[src/rtl/four_point_sphere_fit_core_defines.svh]
// ---------------------------------------------------------------------------
// Assertion macros for the sphere fit core
// Clocked concurrent checks on aclk; empty when SYNTHESIS is defined.
// ---------------------------------------------------------------------------
`ifndef FOUR_POINT_SPHERE_FIT_CORE_DEFINES_SVH
`define FOUR_POINT_SPHERE_FIT_CORE_DEFINES_SVH
`ifndef SYNTHESIS
// check while out of reset
`define FSPF_ASSERT(lbl, prop, msg) \
    lbl: assert property (@(posedge aclk) disable iff (!aresetn) prop) else $error(msg);
// check that also covers the reset cycles
`define FSPF_ASSERT_RST(lbl, prop, msg) \
    lbl: assert property (@(posedge aclk) prop) else $error(msg);
`else
`define FSPF_ASSERT(lbl, prop, msg)
`define FSPF_ASSERT_RST(lbl, prop, msg)
`endif
`endif

[src/rtl/fspf_mul.sv]
// ---------------------------------------------------------------------------
// Two-stage signed multiplier
// Splits both operands in halves; partial products, then their sum.
// ---------------------------------------------------------------------------
module fspf_mul #(
    parameter int AW = 25,
    parameter int BW = 51
) (
    input  logic                  aclk,
    input  logic                  en,
    input  logic signed [AW-1:0]  a,
    input  logic signed [BW-1:0]  b,
    output logic signed [AW+BW-1:0] p
);

    localparam int AL = AW / 2;
    localparam int AH = AW - AL;
    localparam int BL = BW / 2;
    localparam int BH = BW - BL;
    localparam int PW = AW + BW;

    logic signed [AL:0]   al;
    logic signed [AH-1:0] ah;
    logic signed [BL:0]   bl;
    logic signed [BH-1:0] bh;

    logic signed [AL+BL+1:0] ll_reg;
    logic signed [AL+BH:0]   lh_reg;
    logic signed [AH+BL:0]   hl_reg;
    logic signed [AH+BH-1:0] hh_reg;
    logic signed [PW-1:0]    p_reg;
    logic signed [PW-1:0]    p_next;

    assign al = $signed({1'b0, a[AL-1:0]});
    assign ah = $signed(a[AW-1:AL]);
    assign bl = $signed({1'b0, b[BL-1:0]});
    assign bh = $signed(b[BW-1:BL]);

    always_ff @(posedge aclk) begin
        if (en) begin
            ll_reg <= al * bl;
            lh_reg <= al * bh;
            hl_reg <= ah * bl;
            hh_reg <= ah * bh;
            p_reg  <= p_next;
        end
    end

    always_comb begin
        p_next = PW'(ll_reg) + (PW'(lh_reg) << BL) + (PW'(hl_reg) << AL)
               + (PW'(hh_reg) << (AL + BL));
    end

    assign p = p_reg;

endmodule

[config.mk]
export PLATFORM = sky130hd
export DESIGN_NAME = fspf_mul
export DESIGN_NICKNAME = d
export VERILOG_FILES = /design/src/rtl/four_point_sphere_fit_core_defines.svh /design/src/rtl/fspf_mul.sv
export SDC_FILE = /design/constraint.sdc
export NUM_CORES = 2
export LEC_CHECK = 0
export ABC_AREA = 1
export BUFFER_PORTS_ARGS = -buffer_cell sky130_fd_sc_hd__buf_2
export CELL_PAD_IN_SITES_DETAIL_PLACEMENT = 1
export CELL_PAD_IN_SITES_GLOBAL_PLACEMENT = 1
export CORE_ASPECT_RATIO = 2
export CORE_MARGIN = 1
export CORE_UTILIZATION = 23
export DETAILED_ROUTE_END_ITERATION = 8
export PLACE_DENSITY = 0.57
export SLEW_MARGIN = 10
export SYNTH_ARGS = -nofsm -noshare
export SYNTH_HDL_FRONTEND = slang
export SYNTH_SLANG_ARGS = --single-unit
[constraint.sdc]
create_clock -name aclk -period 9.1 [get_ports aclk]
set_clock_uncertainty 0.1 [all_clocks]
set_input_delay 1.82 -clock aclk [delete_from_list [all_inputs] [get_ports aclk]]
set_output_delay 1.82 -clock aclk [all_outputs]
set_load 0.005 [all_outputs]
== Yosys cells after proc, flatten, opt, wreduce, memory -nomap -nowiden ==
Index checks and enable logic that the tools add are counted.

* Register bits: 230
* Output and inout port bits: 76

* Add/sub/neg operators: 3
* Multiply operators: 4

{| class="wikitable"
|+ Operators with widths
! cell !! count
|-
| multiplier 13 x 26 -> 39 bit || 3
|-
| adder 66 x 76 -> 76 bit || 1
|-
| adder 65 x 51 -> 66 bit || 1
|-
| adder 38 x 64 -> 65 bit || 1
|-
| multiplier 12 x 25 -> 37 bit || 1
|}

== Longest topological paths before layout ==
* Depth after elaboration: 3
* Depth in mapped cells: 27
* Gate-level depth less buffers: 25

== Worst setup path before layout ==
OpenSTA, ideal clock, no wires.

* Kind: in2reg
* Start: input port b[50]
* End: register hh_reg[37] (data pin)
* Library setup time: 0.252 ns
* Arrival time: 6.580 ns
* Slack: 2.168 ns
* Cell stages on the path: 23
* Path buffers: 2
* Cell sequence: clkbuf_1 -> clkbuf_1 -> nand2_1 -> fa_1 -> fa_1 -> inv_1 -> fa_1 -> inv_1 -> fa_1 -> fa_1 -> inv_1 -> ha_1 -> ha_1 -> nand2_1 -> nand2_1 -> nand2_1 -> nand2_1 -> a21oi_1 -> o21ai_0 -> a21oi_1 -> nand2_1 -> nand2_1 -> nand2_1

* Cells in the longest elaborated chain, start to end: 1

{| class="wikitable"
|+ RTL lines
! item !! RTL line !! text
|-
| start: declaration || fspf_mul.sv:12 || <nowiki>input logic signed [BW-1:0] b,</nowiki>
|-
| multiplier 13 x 26 -> 39 bit || fspf_mul.sv:44 || <nowiki>hh_reg <= ah * bh;</nowiki>
|-
| end signal: assignment || fspf_mul.sv:44 ||
|-
| end: declaration || fspf_mul.sv:30 || <nowiki>logic signed [AH+BH-1:0] hh_reg;</nowiki>
|}

No other way between the ends.
A chain may end at the register's enable or synchronous reset.

== Worst setup path in the final report ==
* Start: input port a[7]
* End: register ll_reg[36] (data pin)

* Cells in the longest elaborated chain, start to end: 1

{| class="wikitable"
|+ RTL lines
! item !! RTL line !! text
|-
| start: declaration || fspf_mul.sv:11 || <nowiki>input logic signed [AW-1:0] a,</nowiki>
|-
| multiplier 12 x 25 -> 37 bit || fspf_mul.sv:41 || <nowiki>ll_reg <= al * bl;</nowiki>
|-
| end signal: assignment || fspf_mul.sv:41 ||
|-
| end: declaration || fspf_mul.sv:27 || <nowiki>logic signed [AL+BL+1:0] ll_reg;</nowiki>
|}

No other way between the ends.

==> out/metrics.yaml <==
synth-edff-count: 230
dr.pass1.iters: 5
synthToLayoutAreaGrowth_pct: 9.035
drt-total-wl_um: 215700
grtUsageTotal_pct: 17.07
ys_seq_area_share_pct: 11.76
numCtsBuffers: 25
crit_arrival_ns: 7.46
synthArstFlopShare_pct: 0
final_hold_viol_count: 0
die_w_um: 359.4
cts_resized: 0
fin_nets: 9244
clock-sinks: 230
synth.distinct_cells: 37
design.core.area_um2: 254400
htree_levels: 1
drc_errors: 0
cts_tree: "yes"
antenna_left: 0
antenna_found_initial: 43
multi_input_area_um2: 43040
cp-start-kind: "input port"
dp_slack_ns: 1.176
largest_reg_flops: 76
path_class: "in -> reg"
die_y_um: 716.7
nFillCells: 30830
routed_via_density: 4.362
clockRootBuffer: "clkbuf_16"
regArea_um2: 6907
endpoint_kind: "flip-flop"
grt_max_degree: 107
num_vias: 47670
drt-initial-drc-count: 1444
port_buffers: 153
cp_max_fo: 24
hold_path_class: "reg -> reg"
max_slew_margin_pct: 21.05
grt_overflow: 0
postCtsSetupBuffers: 0
wl_per_cell_um: 19.73
rsz0062_at_grt: "false"
fin_crit_sh_pct: 80.33
maxSlewViolCount: 0
syn_area_per_cell_um2: 7.670
synth.cell_area_um2: 58750
fmax_ghz: 0.1368
ys_warn_count: 0
ys.flop_type: "edfxtp_1"
setup_violations: 0
postLayoutSetupSlackWorst_ns: 1.790
worstMarginPinSlew_ns: 1.184
syn_inst: 7659
first_global_vias: 56380
tns_ns: 0
gp_congestion: 0.8924
grt_pass1_wl_um: 333600
dp_hpwl_um: 182600
worstPathRequired_ns: 9.25
die_area_um2: 257600
cap_violations: 0
status: "finished clean"
cts.path.max_buffers: 3
clk_pin_slew_ns: 0.07
period_needed_ns: 7.310
ys_ff_latch: 230
pin_count: 154
clk_latency_ns: 0.64
initial_core_util_pct: 23.09
ctsHoldBuffers: 0
rows: 262
syn_nets: 9306
drive_above_1_share_pct: 4.189
[critical path, stage by stage]
cell and delay (ns):
buf_2 0.76, buf_4 0.37, nand2_1 0.07, inv_1 0.10, fa_1 0.44, fa_1 0.54, inv_1 0.05, fa_1 0.50
fa_1 0.43, fa_1 0.50, inv_1 0.04, ha_1 0.42, inv_1 0.14, o21ai_0 0.46, a21oi_1 0.16, nand2_1 0.13
a21oi_1 0.08, nand3b_1 0.11, nand2_1 0.28
[final timing paths]
kind | slack, ns | endpoint | start | cells after the start
worst max-delay path | 1.79 | ll_reg[36] | a[7] | 19
worst min-delay path | 0.32 | p[5] | ll_reg[5] | 0
worst max register to register | 5.26 | p[75] | lh_reg[38] | 9
worst min register to register | 0.32 | p[5] | ll_reg[5] | 0
[kinds of logic (layout without fill, tap and decap cells)]
| kind of cell | after synthesis | in the layout | synth area share [%] |
|---|---|---|---|
| AND/OR/NAND/NOR | 3054 | 3054 | 20.60 |
| AO/OA/AOI/OAI | 350 | 350 | 3.312 |
| adder cells (fa/ha/maj) | 1569 | 1569 | 47.69 |
| buffers and inverters | 2344 | 2301 | 14.98 |
| XOR/XNOR | 112 | 112 | 1.670 |
| other | 0 | 13 | 0 |
| flip-flops | 230 | 230 | 11.76 |
[metal layers]
metal,wire (um),vias up,global-route usage [%]
met4,14530,48,10.04
met5,309,-,0
met1,77650,24390,17.14
li1,-,22000,-
met2,117700,767,33.68
met3,5472,458,1.598
[through the flow]
step	util, %	instance area [um^2]	hold slack, ns	instances
6_report	25.18	64060	0.3178	10930
5_1_grt	25.17	64040	0.3225	10920
4_1_cts	25.17	64020	0.3198	10920
3_5_place_dp	24.83	63170	0.3075	10870
3_3_place_gp	24.83	63170	0.3041	10870
2_1_floorplan	-	58750	0.3003	7659
[layout make-up]
class                   instances  area share (%)
repair buffers                213           2.227
well taps                    3300           6.446
flip-flops and latches        230           10.78
inverters                    2042           11.97
diodes                         13         0.05079
clock inverters                21          0.3555
clock buffers                  25          0.9767
multi-input cells            5085           67.20
[cells in the final DEF, fill, tap and decap left out, drive strengths merged]
cell type,n
nand2b,1
clkinv,7
nor2,341
nand3b,7
and3,7
o21a,2
nand2,2404
clkbuf,25
a31oi,3
nor3,28
ha,452
diode,13
buf,213
edfxtp,230
xor2,94
o211ai,2
o21bai,38
nand4,43
a21o,14
fa,1117
nor4,10
a21oi,192
o21ai,91
bufinv,2
xnor2,18
nor3b,1
or2,16
inv,2051
clkinvlp,3
a21boi,8
nand3,193
and2,3
[synth_stat cells, types with 6 or more instances]
master,count,area [um^2]
clkbuf_1,302,1134
fa_1,1117,22360
a21boi_0,7,52.55
xnor2_1,18,157.7
nor2_1,326,1224
nand2_1,2390,8971
ha_1,452,5655
nand2_2,14,87.58
nor2_2,15,93.84
inv_1,2042,7665
nor4_1,10,62.56
nor3_1,23,115.1
a21oi_1,190,950.9
o21ai_0,79,395.4
a21o_1,14,105.1
o21ai_2,6,52.55
o21bai_1,38,285.3
nand4_1,43,269.0
nand3_1,188,940.9
or2_2,11,68.82
nand3b_1,7,52.55
o21ai_1,6,30.03
edfxtp_1,230,6907
xor2_1,94,823.3
and3_1,7,43.79
Power is left out: the tool's default activity adds up to more than one toggle a clock period on the data nets, which glitch-free logic cannot reach.
