--- src/rtl/four_point_sphere_fit_core_defines.svh ---
// ---------------------------------------------------------------------------
// Assertion macros for the sphere fit core
// Clocked concurrent checks on aclk; empty when SYNTHESIS is defined.
// ---------------------------------------------------------------------------
`ifndef FOUR_POINT_SPHERE_FIT_CORE_DEFINES_SVH
`define FOUR_POINT_SPHERE_FIT_CORE_DEFINES_SVH
`ifndef SYNTHESIS
// check while out of reset
`define FSPF_ASSERT(lbl, prop, msg) \
    lbl: assert property (@(posedge aclk) disable iff (!aresetn) prop) else $error(msg);
// check that also covers the reset cycles
`define FSPF_ASSERT_RST(lbl, prop, msg) \
    lbl: assert property (@(posedge aclk) prop) else $error(msg);
`else
`define FSPF_ASSERT(lbl, prop, msg)
`define FSPF_ASSERT_RST(lbl, prop, msg)
`endif
`endif

--- src/rtl/fspf_pkg.sv ---
// ---------------------------------------------------------------------------
// Sphere fit package
// Item types, datapath widths and the threshold reset value.
// ---------------------------------------------------------------------------
package fspf_pkg;

    localparam int COORD_BITS  = 24;
    localparam int FRAC_BITS   = 13;
    localparam int MINVOL_BITS = 48;

    // 0.01 cubed-metre threshold, rounded, clipped to the register width
    localparam logic [63:0] MINVOL_RAW =
        ((64'd1 << (3 * FRAC_BITS)) + 64'd50) / 64'd100;
    localparam logic [MINVOL_BITS-1:0] MINVOL_RESET =
        (MINVOL_RAW > {{(64-MINVOL_BITS){1'b0}}, {MINVOL_BITS{1'b1}}}) ?
        {MINVOL_BITS{1'b1}} : MINVOL_RAW[MINVOL_BITS-1:0];

    localparam int DW   = COORD_BITS + 1;     // edge vector component
    localparam int SQW  = 2 * DW;             // product of two components
    localparam int SW   = 2 * DW;             // squared edge length, unsigned
    localparam int CW   = 2 * DW + 1;         // 2x2 cofactor
    localparam int DETW = DW + CW + 2;        // triple product
    localparam int NW   = SW + CW + 3;        // Cramer numerator
    localparam int QW   = COORD_BITS + 1;     // quotient bits kept
    localparam int XW   = NW + QW;            // divider remainder
    localparam int RXW  = 2 * COORD_BITS + 2; // sum of squared offsets
    localparam int RW   = COORD_BITS + 1;     // square root result
    localparam int RYW  = RXW + 1;            // square root remainder

    typedef logic signed [COORD_BITS-1:0] coord_t;

    typedef struct packed {
        coord_t p0_x;
        coord_t p0_y;
        coord_t p0_z;
        coord_t p1_x;
        coord_t p1_y;
        coord_t p1_z;
        coord_t p2_x;
        coord_t p2_y;
        coord_t p2_z;
        coord_t p3_x;
        coord_t p3_y;
        coord_t p3_z;
    } in_item_t;

    typedef struct packed {
        coord_t                  center_x;
        coord_t                  center_y;
        coord_t                  center_z;
        logic [COORD_BITS-1:0]   radius;
        logic                    valid_res;
        logic                    saturated;
    } out_item_t;

    // side data that rides along the divider
    typedef struct packed {
        logic         coplanar;
        logic [2:0]   fits;
        logic [2:0]   negq;
        coord_t [2:0] p0;
    } div_side_t;

    // side data that rides along the square root
    typedef struct packed {
        logic         coplanar;
        coord_t [2:0] center;
        logic         sat;
        logic         rad_ok;
    } root_side_t;

    // rows/columns left over for the minor of row or column i
    function automatic logic [1:0] minor_lo(input logic [1:0] i);
        return (i == 2'd0) ? 2'd1 : 2'd0;
    endfunction

    function automatic logic [1:0] minor_hi(input logic [1:0] i);
        return (i == 2'd2) ? 2'd1 : 2'd2;
    endfunction

endpackage

--- src/rtl/fspf_isqrt.sv ---
// ---------------------------------------------------------------------------
// Pipelined integer square root
// Floor square root, one result bit per stage, remainder kept alongside.
// ---------------------------------------------------------------------------
`include "four_point_sphere_fit_core_defines.svh"

module fspf_isqrt (
    input  logic                      aclk,
    input  logic                      aresetn,
    input  logic                      en,
    input  logic                      in_valid,
    input  logic [fspf_pkg::RXW-1:0]  x,
    input  fspf_pkg::root_side_t      side_in,
    output logic                      out_valid,
    output logic [fspf_pkg::RW-1:0]   root,
    output fspf_pkg::root_side_t      side_out
);

    localparam int RW  = fspf_pkg::RW;
    localparam int RYW = fspf_pkg::RYW;

    logic [RYW-1:0]       rem_in   [RW];
    logic [RYW-1:0]       rem_reg  [RW];
    logic [RYW-1:0]       trial    [RW];
    logic [RW-1:0]        root_in  [RW];
    logic [RW-1:0]        root_reg [RW];
    fspf_pkg::root_side_t side_s   [RW];
    fspf_pkg::root_side_t side_reg [RW];
    logic                 v_in     [RW];
    logic                 v_reg    [RW];

    for (genvar s = 0; s < RW; s++) begin : g_stage
        localparam int K = RW - 1 - s;
        if (s == 0) begin : g_first
            assign rem_in[s]  = RYW'(x);
            assign root_in[s] = '0;
            assign side_s[s]  = side_in;
            assign v_in[s]    = in_valid;
        end else begin : g_next
            assign rem_in[s]  = rem_reg[s-1];
            assign root_in[s] = root_reg[s-1];
            assign side_s[s]  = side_reg[s-1];
            assign v_in[s]    = v_reg[s-1];
        end

        // (root + 2^K)^2 - root^2
        assign trial[s] = (RYW'(root_in[s]) << (K + 1)) + (RYW'(1'b1) << (2 * K));

        always_ff @(posedge aclk) begin
            if (!aresetn) begin
                v_reg[s] <= 1'b0;
            end else if (en) begin
                v_reg[s] <= v_in[s];
            end
        end

        always_ff @(posedge aclk) begin
            if (en) begin
                if (rem_in[s] >= trial[s]) begin
                    rem_reg[s]  <= rem_in[s] - trial[s];
                    root_reg[s] <= root_in[s] | (RW'(1'b1) << K);
                end else begin
                    rem_reg[s]  <= rem_in[s];
                    root_reg[s] <= root_in[s];
                end
                side_reg[s] <= side_s[s];
            end
        end
    end

    assign out_valid = v_reg[RW-1];
    assign root      = root_reg[RW-1];
    assign side_out  = side_reg[RW-1];

    `FSPF_ASSERT(a_sqrt_floor, out_valid |-> rem_reg[RW-1] <= (RYW'(root_reg[RW-1]) << 1), "square root remainder too large")

endmodule
--- config.mk ---
export PLATFORM = sky130hd
export DESIGN_NAME = fspf_isqrt
export DESIGN_NICKNAME = d
export VERILOG_FILES = /design/src/rtl/fspf_pkg.sv /design/src/rtl/fspf_isqrt.sv
export VERILOG_INCLUDE_DIRS = /design/src /design/src/rtl
export SDC_FILE = /design/constraint.sdc
export NUM_CORES = 2
export LEC_CHECK = 0
export BUFFER_PORTS_ARGS = -buffer_cell sky130_fd_sc_hd__buf_4
export CAP_MARGIN = 25
export CORE_MARGIN = 3
export CORE_UTILIZATION = 60
export CTS_CLUSTER_DIAMETER = 100
export DETAILED_ROUTE_END_ITERATION = 10
export HOLD_SLACK_MARGIN = 0.06
export PLACE_DENSITY_LB_ADDON = 0.15
export SKIP_CTS_REPAIR_TIMING = 1
export SLEW_MARGIN = 15
export SYNTH_ARGS = -nofsm -noshare
export SYNTH_HDL_FRONTEND = slang
export SYNTH_SLANG_ARGS = --single-unit
--- constraint.sdc ---
create_clock -name aclk -period 11.6 [get_ports aclk]
set_input_delay 3.48 -clock aclk [delete_from_list [all_inputs] [get_ports aclk]]
set_output_delay 3.48 -clock aclk [all_outputs]
set_load 0.1 [all_outputs]
# ---- After elaboration in Yosys (flattened, before gate mapping)
# Memories as Yosys holds them, arrays and structs flattened.
# Cells that the tools add are included.
# W data, S select, Z words.
dict set report totals {
  memories 4
  wordCells 383
  regBits 0
  input_bits 129
  ram_bits 3800
  out_inout_bits 101
}
# memory words word_bits read_ports rd_ports_with_merged_regs wr line_no
set mem_list {}
lappend mem_list {side_reg 25 75 25 0 25 fspf_isqrt.sv:28} ;# fspf_pkg::root_side_t side_reg [RW];
lappend mem_list {rem_reg 25 51 24 0 25 fspf_isqrt.sv:23} ;# logic [RYW-1:0] rem_reg [RW];
lappend mem_list {root_reg 25 25 25 0 25 fspf_isqrt.sv:26} ;# logic [RW-1:0] root_reg [RW];
lappend mem_list {v_reg 25 1 25 0 25 fspf_isqrt.sv:30} ;# logic v_reg [RW];
dict set report classes {
  addsub 49
  mux 230
  bitwise_logic 75
  magnitude_cmp 25
}
# op n
set ops {}
lappend ops {{$mux W51} 25}
lappend ops {{$mux W25} 25}
lappend ops {{$mux W1} 180}
lappend ops {{$or A1 B1 Y1} 75}
lappend ops {{$ge A51 B27 Y1} 1}
lappend ops {{$ge A51 B28 Y1} 1}
lappend ops {{$ge A51 B29 Y1} 1}
lappend ops {{$ge A51 B30 Y1} 1}
lappend ops {{$ge A51 B31 Y1} 1}
lappend ops {{$ge A51 B32 Y1} 1}
lappend ops {{$ge A51 B33 Y1} 1}
lappend ops {{$ge A51 B34 Y1} 1}
lappend ops {{$ge A51 B35 Y1} 1}
lappend ops {{$ge A51 B36 Y1} 1}
lappend ops {{$ge A51 B37 Y1} 1}
lappend ops {{$ge A51 B38 Y1} 1}
lappend ops {{$ge A51 B39 Y1} 1}
lappend ops {{$ge A51 B40 Y1} 1}
lappend ops {{$ge A51 B41 Y1} 1}
lappend ops {{$ge A51 B42 Y1} 1}
lappend ops {{$ge A51 B43 Y1} 1}
lappend ops {{$ge A51 B44 Y1} 1}
lappend ops {{$ge A51 B45 Y1} 1}
lappend ops {{$ge A51 B46 Y1} 1}
lappend ops {{other kinds (54)} 54}

# ---- Depth between registers and ports, before layout
# An unclocked memory read counts as a cell.
dict set report logic_depth {
  depth_word 7
  depth_mapped 14
  mapped_depth_nobuf 12
}

# ---- Worst setup path after synthesis
# Ideal clock, no wire load.
dict set report synth_timing {
  kind {input -> register}
  start {input port en}
  end {memory rem_reg[2][0] in the netlist's numbering (enable)}
  stages 5
  slack_ns 4.735
  setup_ns 0.450
  n_path_buf 5
  arrival_time_ns 6.415
  required_ns 11.150
  cell_sequence {clkbuf_1 > clkbuf_1 > clkbuf_1 > clkbuf_1 > clkbuf_1}
}
# element line_no
set synth_rtl {}
lappend synth_rtl {{start: declaration} fspf_isqrt.sv:10} ;# input logic en,
lappend synth_rtl {{end: declaration} fspf_isqrt.sv:23}

==> results.sh <==
export IMPL_grt_remaining_overflow=0
export IMPL_power_density_nw_per_um2=199
export IMPL_final_layout_size_suffix_gt1_share_pct=9.86
export IMPL_hold_viol=0
export IMPL_finalClockSkew_ns=0.115
export IMPL_whs_endpoint="side_reg[1][495]"
export IMPL_portBuffers=229
export IMPL_setup_viol=0
export IMPL_min_from="side_reg[1][420]"
export IMPL_synth_seq_area_share_pct=78.5
export IMPL_min_period_ns=6.36
export IMPL_final_nets=8819
export IMPL_grt_first_pass_wirelength_mm=361
export IMPL_fin_cells=11500
export IMPL_routed_wl_mm=234
export IMPL_end_kind="flip-flop"
export IMPL_dp_hpwl_mm=156
export IMPL_root_buffer="clkbuf_16"
export IMPL_synth_seq_cells=3449
export IMPL_arrival_ns=6.98
export IMPL_start_kind="primary input"
export IMPL_placeableCoreArea_um2=218000
export IMPL_setup_tns_final_ns=0
export IMPL_avgSynthCellArea_um2=16.7
export IMPL_worstHoldPathCells=0
export IMPL_timing_rr_end="rem_reg[2][394]"
export IMPL_clkTransAtPathRegs_ns=0.07
export IMPL_worst_setup_path_type="in2reg"
export IMPL_clk_latency_ns=0.96
export IMPL_synth_ff_type="edfxtp_1"
export IMPL_rsz0062_at_grt="false"
export IMPL_status="finished, final reports clean"
export IMPL_synth_cells=7910
export IMPL_leakagePower_uw=0.0531
export IMPL_drc=0
export IMPL_grt_total_usage_pct=20.7
export IMPL_synth_top_area_share_pct=78.5
export IMPL_r2r_start="root_reg[1][152]"
export IMPL_area_growth_pct=12.1
export IMPL_slew_violations=0
export IMPL_tightest_slew_ns=1.12
export IMPL_r2r_worst_path_cells=13
export IMPL_final_core_util_pct=67.8
export IMPL_yosys_warnings=0
export IMPL_async_reset_ff_share_pct=0
export IMPL_start_util_pct=60.5
export IMPL_finalWeightedCongestion=0.966
export IMPL_required_ns=12.22
export IMPL_largest_register_ffs=1875
export IMPL_max_slew_margin_pct=23.1
export IMPL_synthTopCellsByArea="edfxtp_1 78%, ha_1 3.3%, xor2_1 2.0%, xnor2_1 1.7%, nand2_1 1.3%"
export IMPL_rrSetupSlack_ns=6.74
export IMPL_num_vias=65700
export IMPL_fin_crit_sh_pct=54.8
export IMPL_path_max_fanout=119
export IMPL_drt_first_pass_iters=5
export IMPL_ys_types=87
export IMPL_cts_sinks=3449
export IMPL_h_tree_depth=5
export IMPL_chipHeight_um=475
export IMPL_die_w_um=475
export IMPL_cts_tree="yes"
export IMPL_yosysTopAreaCell="edfxtp_1"
export IMPL_clockBufferDepth=4
export IMPL_grt_pass1_vias=64400
export IMPL_fin_area_um2=148000
export IMPL_drtAntennaViolNets=0
export IMPL_vias_per_cell=5.74
export IMPL_max_cap_viol_count=0
export IMPL_die_area_um2=226000
export IMPL_n_fill_cell=14300
export IMPL_drt_iter0_drc=5698
export IMPL_netlist_area_um2=132000
export IMPL_dp_cells=10800
export IMPL_cts_made_buffers=351
export IMPL_max_freq_mhz=157
export IMPL_wl_per_cell_um=20.5
export IMPL_hold_path_class="reg2reg"
export IMPL_syn_nets=8387
export IMPL_placed_area_um2=137000
export IMPL_num_rows=171
export IMPL_antenna_found_initial=3
export IMPL_grt_start_max_net_pins=200
export IMPL_peakVddDrop_mv=0.155
export IMPL_synth_edf_count=3448
export IMPL_pin_count=230
-- report_power, final --
part	switching (uW)	leakage, uW	internal (uW)
sequential	668	0.0335	15000
combinational	1850	0.0143	1150
clock	4390	0.00534	6390
-- worst max-delay path by stage --
stage,cells past startpoint,end,slack (ns),from
final,11,rem_reg[2][44],5.24,en
after global placement,11,rem_reg[2][50],4.54,en
after global routing,11,rem_reg[2][50],5.02,en
after floorplan,5,rem_reg[2][0],4.73,en
after CTS,11,rem_reg[2][44],5.34,en
after detailed placement,11,rem_reg[2][50],4.38,en
-- cell usage after synthesis, drive strengths merged, types with 58 or more instances --
library cell and count:
clkbuf 128, nand3 97, nor3 183, xor2 304, nor2 327, nand4 94
edfxtp 3448, o21ai 330, buf 89, and3 59, ha 348, nor4 224
a21o 102, inv 424, xnor2 252, a21oi 303, or3 58, nand2 444
nand2b 68
-- stage by stage --
step	power, uW	hold WS (ns)	setup WS, ns
2_1_floorplan	17800	0.400	4.73
3_3_place_gp	18800	0.400	4.54
3_5_place_dp	18900	0.405	4.38
4_1_cts	29700	0.350	5.34
5_1_grt	30700	0.359	5.02
6_report	29500	0.352	5.24
-- cell type report --
cell class              count  area (um2)  share of cell area [%]
flip-flops and latches   3449      104000                    70.0
multi-input cells        3820       25700                    17.4
clock buffers             426        9170                    6.20
well taps                2854        3570                    2.41
repair buffers            296        2500                    1.69
clock inverters           179        1780                    1.20
inverters                 424        1590                    1.08
diodes                      3        7.51                 0.00508
-- worst max-delay path: stages --
cell and delay [ns]:
buf_16 0.40, buf_4 0.55, buf_4 0.73, nand3b_1 0.15, nor4b_1 0.34, o31a_1 0.21, o211ai_1 0.21, and3_1 0.27
nand2_1 0.16, nor3_1 0.09, xor2_1 0.15
-- layout by cell type, fill, tap and decap left out, types with 35 or more instances in the layout --
cell type / netlist / final
nor4b_1: 36 / 36
mux2_2: 35 / 35
nand2_1: 444 / 444
nor2b_1: 53 / 53
nand2b_1: 68 / 68
clkbuf_16: 0 / 356
nor2_1: 327 / 327
or3_1: 57 / 57
o21ai_0: 319 / 319
a21o_1: 102 / 102
o21a_1: 55 / 55
clkinv_1: 0 / 70
nor3_1: 182 / 180
buf_4: 80 / 277
inv_1: 423 / 423
nor4_1: 223 / 222
clkbuf_1: 128 / 70
ha_1: 348 / 348
bufinv_16: 0 / 36
nand4_1: 94 / 94
clkinv_2: 0 / 53
and3_1: 59 / 59
or4_1: 40 / 40
a21oi_1: 303 / 302
xor2_1: 304 / 304
xnor2_1: 252 / 252
nand3_1: 97 / 97
edfxtp_1: 3448 / 3448
-- cell families (layout without fill, tap and decap cells) --
| kind of cell | Yosys count | in the layout | synth area share, % |
|---|---|---|---|
| DFF | 3449 | 3449 | 78.5 |
| and+or+nand+nor | 1803 | 1803 | 7.08 |
| AOI/OAI and AO/OA | 1064 | 1064 | 5.00 |
| buffers and inverters | 641 | 1325 | 2.06 |
| xor gates and xnor gates | 556 | 556 | 3.69 |
| adders and majority gates | 348 | 348 | 3.30 |
| muxes | 49 | 49 | 0.405 |
| other | 0 | 3 | 0 |
-- routing by layer --
layer	track usage, %	wire, um	vias to the layer above
met5	0	0	-
met4	7.49	7910	0
met3	3.36	13200	513
met2	34.4	115000	1876
met1	27.9	98400	32200
li1	-	-	31100
Note: power is estimated with default switching activity, not from simulation.
